## config.mk

```make
export PLATFORM = sky130hd
export DESIGN_NAME = pfdt_dirty
export DESIGN_NICKNAME = d
export VERILOG_FILES = /design/src/pfdt_pkg.sv /design/src/pfdt_dirty.sv
export SDC_FILE = /design/constraint.sdc
export NUM_CORES = 1
export LEC_CHECK = 0
export ABC_AREA = 1
export ABC_CLOCK_PERIOD_IN_PS = 7050
export BUFFER_PORTS_ARGS = -buffer_cell sky130_fd_sc_hd__buf_2
export CORE_MARGIN = 3
export CORE_UTILIZATION = 47
export CTS_CLUSTER_SIZE = 24
export DETAILED_ROUTE_END_ITERATION = 6
export GPL_TIMING_DRIVEN = 0
export PLACE_DENSITY = 0.65
export SYNTH_ARGS = -nofsm -noshare
export SYNTH_HDL_FRONTEND = slang
export SYNTH_SLANG_ARGS = --single-unit
```

## constraint.sdc

```tcl
create_clock -name clk -period 7.05 [get_ports clk]
set_input_delay 0.705 -clock clk [delete_from_list [all_inputs] [get_ports clk]]
set_output_delay 0.705 -clock clk [all_outputs]
set_load 0.1 [all_outputs]
```

## src/pfdt_pkg.sv

```systemverilog
`default_nettype none
// ----------------------------------------------------------------------------
// pfdt_pkg
// Shared types and codes of the page framebuffer with dirty-region tracking.
// ----------------------------------------------------------------------------
package pfdt_pkg;

	// Command codes of the request channel.
	localparam logic [1:0] CMD_SET_PIXEL = 2'd0;
	localparam logic [1:0] CMD_FILL      = 2'd1;
	localparam logic [1:0] CMD_FLUSH     = 2'd2;
	localparam logic [1:0] CMD_READ_BYTE = 2'd3;

	// Configuration register indexes.
	localparam logic [3:0] CFG_FRAME_WIDTH  = 4'd0;
	localparam logic [3:0] CFG_FRAME_HEIGHT = 4'd1;

	// Marker for a page that has no dirty column.
	localparam logic [7:0] NO_COL = 8'hFF;

	// One request transaction.
	typedef struct packed {
		logic [1:0] cmd;
		logic [7:0] col;
		logic [7:0] row;
		logic [2:0] page_sel;
		logic       pixel_on;
	} req_t;

	// One response transaction.
	typedef struct packed {
		logic       region_valid;
		logic [2:0] region_page;
		logic [6:0] region_first_col;
		logic [6:0] region_last_col;
		logic [7:0] byte_data;
		logic       last;
	} rsp_t;

	// Update request from the sequencer to the dirty tracker.
	typedef struct packed {
		logic       set_px;
		logic       fill;
		logic       clear;
		logic [2:0] page;
		logic [7:0] col;
		logic [7:0] width;
	} dirty_op_t;

	// Dirty column span of one page.
	typedef struct packed {
		logic [7:0] first;
		logic [7:0] last;
	} span_t;

endpackage
`default_nettype wire

```

## src/pfdt_dirty.sv

```systemverilog
`default_nettype none
// ----------------------------------------------------------------------------
// pfdt_dirty
// Per-page dirty marks and column spans, with the mask of reportable pages.
// ----------------------------------------------------------------------------
module pfdt_dirty #(
	parameter int MAX_PAGES = 8,
	parameter int PAGE_W    = 3
) (
	input  wire logic                  clk,
	input  wire logic                  arst_n,
	input  wire pfdt_pkg::dirty_op_t   op,
	input  wire logic [3:0]            num_pages,
	input  wire logic [PAGE_W-1:0]     sel,
	output logic                       any_dirty,
	output logic      [MAX_PAGES-1:0]  rep_mask,
	output pfdt_pkg::span_t            sel_span
);

	logic [MAX_PAGES-1:0] mark_q;
	logic [7:0]           first_q [MAX_PAGES];
	logic [7:0]           last_q  [MAX_PAGES];
	logic                 any_q;
	logic [PAGE_W-1:0]    op_page;

	assign op_page   = op.page[PAGE_W-1:0];
	assign any_dirty = any_q;

	// Mark and span registers.
	always_ff @(posedge clk or negedge arst_n) begin
		if (!arst_n) begin
			mark_q <= '0;
			any_q  <= 1'b0;
			for (int p = 0; p < MAX_PAGES; p++) begin
				first_q[p] <= pfdt_pkg::NO_COL;
				last_q[p]  <= 8'd0;
			end
		end else if (op.clear) begin
			mark_q <= '0;
			any_q  <= 1'b0;
			for (int p = 0; p < MAX_PAGES; p++) begin
				first_q[p] <= pfdt_pkg::NO_COL;
				last_q[p]  <= 8'd0;
			end
		end else if (op.fill) begin
			any_q <= 1'b1;
			for (int p = 0; p < MAX_PAGES; p++) begin
				if (4'(p) < num_pages) begin
					mark_q[p]  <= 1'b1;
					first_q[p] <= 8'd0;
					last_q[p]  <= op.width - 8'd1;
				end
			end
		end else if (op.set_px) begin
			any_q           <= 1'b1;
			mark_q[op_page] <= 1'b1;
			if (first_q[op_page] == pfdt_pkg::NO_COL || op.col < first_q[op_page]) begin
				first_q[op_page] <= op.col;
			end
			if (op.col > last_q[op_page]) begin
				last_q[op_page] <= op.col;
			end
		end
	end

	// A page is reported when it is in use, marked and has a proper span.
	always_comb begin
		for (int p = 0; p < MAX_PAGES; p++) begin
			rep_mask[p] = any_q && (4'(p) < num_pages) && mark_q[p]
				&& (first_q[p] != pfdt_pkg::NO_COL) && (last_q[p] >= first_q[p]);
		end
	end

	// Span of the page under the flush walk.
	assign sel_span.first = first_q[sel];
	assign sel_span.last  = last_q[sel];

endmodule
`default_nettype wire

```

==> metrics <==
via/cell ratio 6.294; clock latency on the worst-skew pair 450 ps; syn_area_per_cell 6.797 um2; final clock period utilization by the worst path 76.67%; die width 159.6 um; post-synth top area share 16.55%; PD cells 253.4 nW/um2; Yosys cell types 40; hold-fix buffers at CTS 0; Setup crit start kind input pin; initial drt markers 1974; failing checks capacitance limit, slew limit; Syn Inst Count 1632; Least-Margin Pin Slew 1560 ps; vias 12750; Max Clock Freq 185.0 MHz; Worst path slowest cell nor2_2; initial core utilization 48.41%; r2r setup slk 3030 ps; post-route insts no fill 2026; Setup TNS Final 0 ps; Worst VDD drop 143.4 uV; GP Congestion 1.026; drt wl/cell 26.67 um; RSZ-0062 raised after global routing false; CTS Buf Count 17; Critical Path Source op[16]; antenna viol nets, final 0; Hold Fails Final Rpt 0; final WL 54.04 mm; ANT cells 0; Rel. slew slack -4.024%; count of pins over their slew limit 9; slowest stage delay, CP 680 ps; I/O Pins 56; Die ar. 25480 um2; Top delay family on crit path simple AND/OR/NAND/NOR gates; clk root buf clkbuf_16; Worst Reg-to-Reg Cells 12; # port buffers 47; Async S/R FF share, synth 100.0%; initial antenna violation count 0; Clock Skew 20.20 ps; cell mode on critical path nand2_1; required time worst endpoint 7360 ps; critical path class in2reg; commonest non-fill, non-tap cell in the layout nand2_1; vias in the first global route 11730; Final Setup Violations 0; sequential fraction of the synthesis area 31.63%; number of core rows 55; Synth warnings 0; CTS tree yes; Critical Path Sink Type register; CP Capture Point last_q[17]; Post-synth EDFFs 0; crit-path cells buf_2, buf_2, nor2_2, clkinv_1, o22ai_1, a21oi_1, nand3_1, inv_1, ha_1, nand2_1, nor2_1, nand3_1, o21ai_0, nand2_1, nand2_1, buf_4, o21ai_0; # resized after CTS 0; layout net count 1811; critical path data arrival time 5720 ps; Max-Cap Viols 1; syn nets 1743; # clock sinks 137; LEAKAGE 5.943 nW; # Post-CTS Setup Buffers 0; Worst R2R End last_q[17]; Synth Register Bits 137; DP HPWL 41.11 mm; Max Fanout on Critical Path 10; core area 22920 um2; Critical Path Stages 17; Top FF cell, synth dfrtp_1; deepest clock path buffer count 2; P&R area growth vs syn 11.19%; synth top area cells nand2_1, dfrtp_1, dfstp_2, ha_1, o21ai_0; WP buf/inv 5; mapped cell area 11090 um2; cell taking the most area after synthesis nand2_1; total grt overflow 0; first-pass GRT wire length 77.96 mm; CTS H-tree lvls 4; fin crit period 5406 ps; die height 159.6 um; placed cells 1994; clk slew on worst S/H paths 70 ps; run status complete, but fails checks; worst hold margin 278.2 ps; largest net degree at the start of global routing 73; 1st-pass router iterations 6; layout cells sized above 1 12.90%; commonest cells after routing, fill and taps aside nand2_1, o21ai_0, inv_1, a21oi_1, nand3_1; Critical R2R Launch last_q[63]; detailed-route DRC error count 0; worst hold path class in2async; All-Layer GR Usage 41.63%
==> state kept, by name, indices dropped and copies added, names as in the netlist <==
signal	cells
any_dirty	1
first_q	64
last_q	64
mark_q	8
==> Yosys cell counts (11+ instances only) <==
library cell,count
a21oi_1,132
a221oi_1,24
a31oi_1,17
buf_2,22
clkbuf_1,55
dfrtp_1,73
dfstp_2,64
ha_1,80
inv_1,170
nand2_1,489
nand3_1,88
nand4_1,18
nor2_1,44
o211ai_1,11
o21ai_0,191
o21ai_1,31
o31ai_1,21
==> logic make-up after synthesis <==
kind of cell	synth area share [%]
compound gates	23.52
xor+xnor	0.07897
fa+ha+maj	9.023
buf+inv	9.858
flops	31.63
simple gates	25.90
==> per-layer routing <==
| layer | vias to the layer above | wire, um | global-route usage (%) |
|---|---|---|---|
| met5 | - | 0 | 0 |
| met3 | 196 | 7582 | 11.62 |
| met1 | 5962 | 21380 | 57.90 |
| li1 | 5646 | - | - |
| met4 | 0 | 3387 | 22.32 |
| met2 | 948 | 21680 | 58.51 |
==> through the flow <==
stage / cell area, um2 / power, mW / setup slack [ps] / util, %
6_report: 12330 / 3.125 / 1644 / 53.82
5_1_grt: 12330 / 3.258 / 1758 / 53.82
4_1_cts: 12330 / 3.075 / 2140 / 53.81
3_5_place_dp: 11770 / 2.184 / 1701 / 51.37
3_3_place_gp: 11720 / 2.160 / 1672 / 51.14
2_1_floorplan: 11090 / 1.770 / 3120 / -
==> worst min path at each step <==
stage / startpoint / end / slack (ps) / cells past startpoint
after floorplan: arst_n / any_dirty / 410 / 0
after global placement: first_q[13] / first_q[13] / 450 / 2
after detailed placement: first_q[29] / first_q[29] / 450 / 2
after CTS: arst_n / last_q[7] / 310 / 1
after global routing: arst_n / last_q[7] / 320 / 1
final: arst_n / last_q[7] / 280 / 1
==> worst register-to-register path, cell delays in order, from the launching register on <==
cell and delay, ps:
dfrtp_1 470, a221oi_1 580, nand3_1 320, inv_1 130, ha_1 150, nand2_1 70
nor2_1 140, nand3_1 70, o21ai_0 540, nand2_1 640, nand2_1 450, buf_4 240
o21ai_0 90
==> power by group <==
part / switching (mW) / total (mW) / internal [mW]
clock network: 0.433 / 0.899 / 0.466
registers: 0.174 / 1.12 / 0.948
logic: 0.803 / 1.10 / 0.300
total: 1.41 / 3.13 / 1.72
==> area by class of cell <==
class | instances | area, um2
tap | 313 | 391.6
clock buffer | 18 | 429.2
fill | 2342 | 10580
clock inverter | 14 | 130.1
buffer | 89 | 402.9
timing repair buffer | 49 | 280.3
multi-input combinational | 1222 | 6501
sequential | 137 | 3508
inverter | 184 | 690.7
No activity file was read; power rests on OpenSTA's default activity.
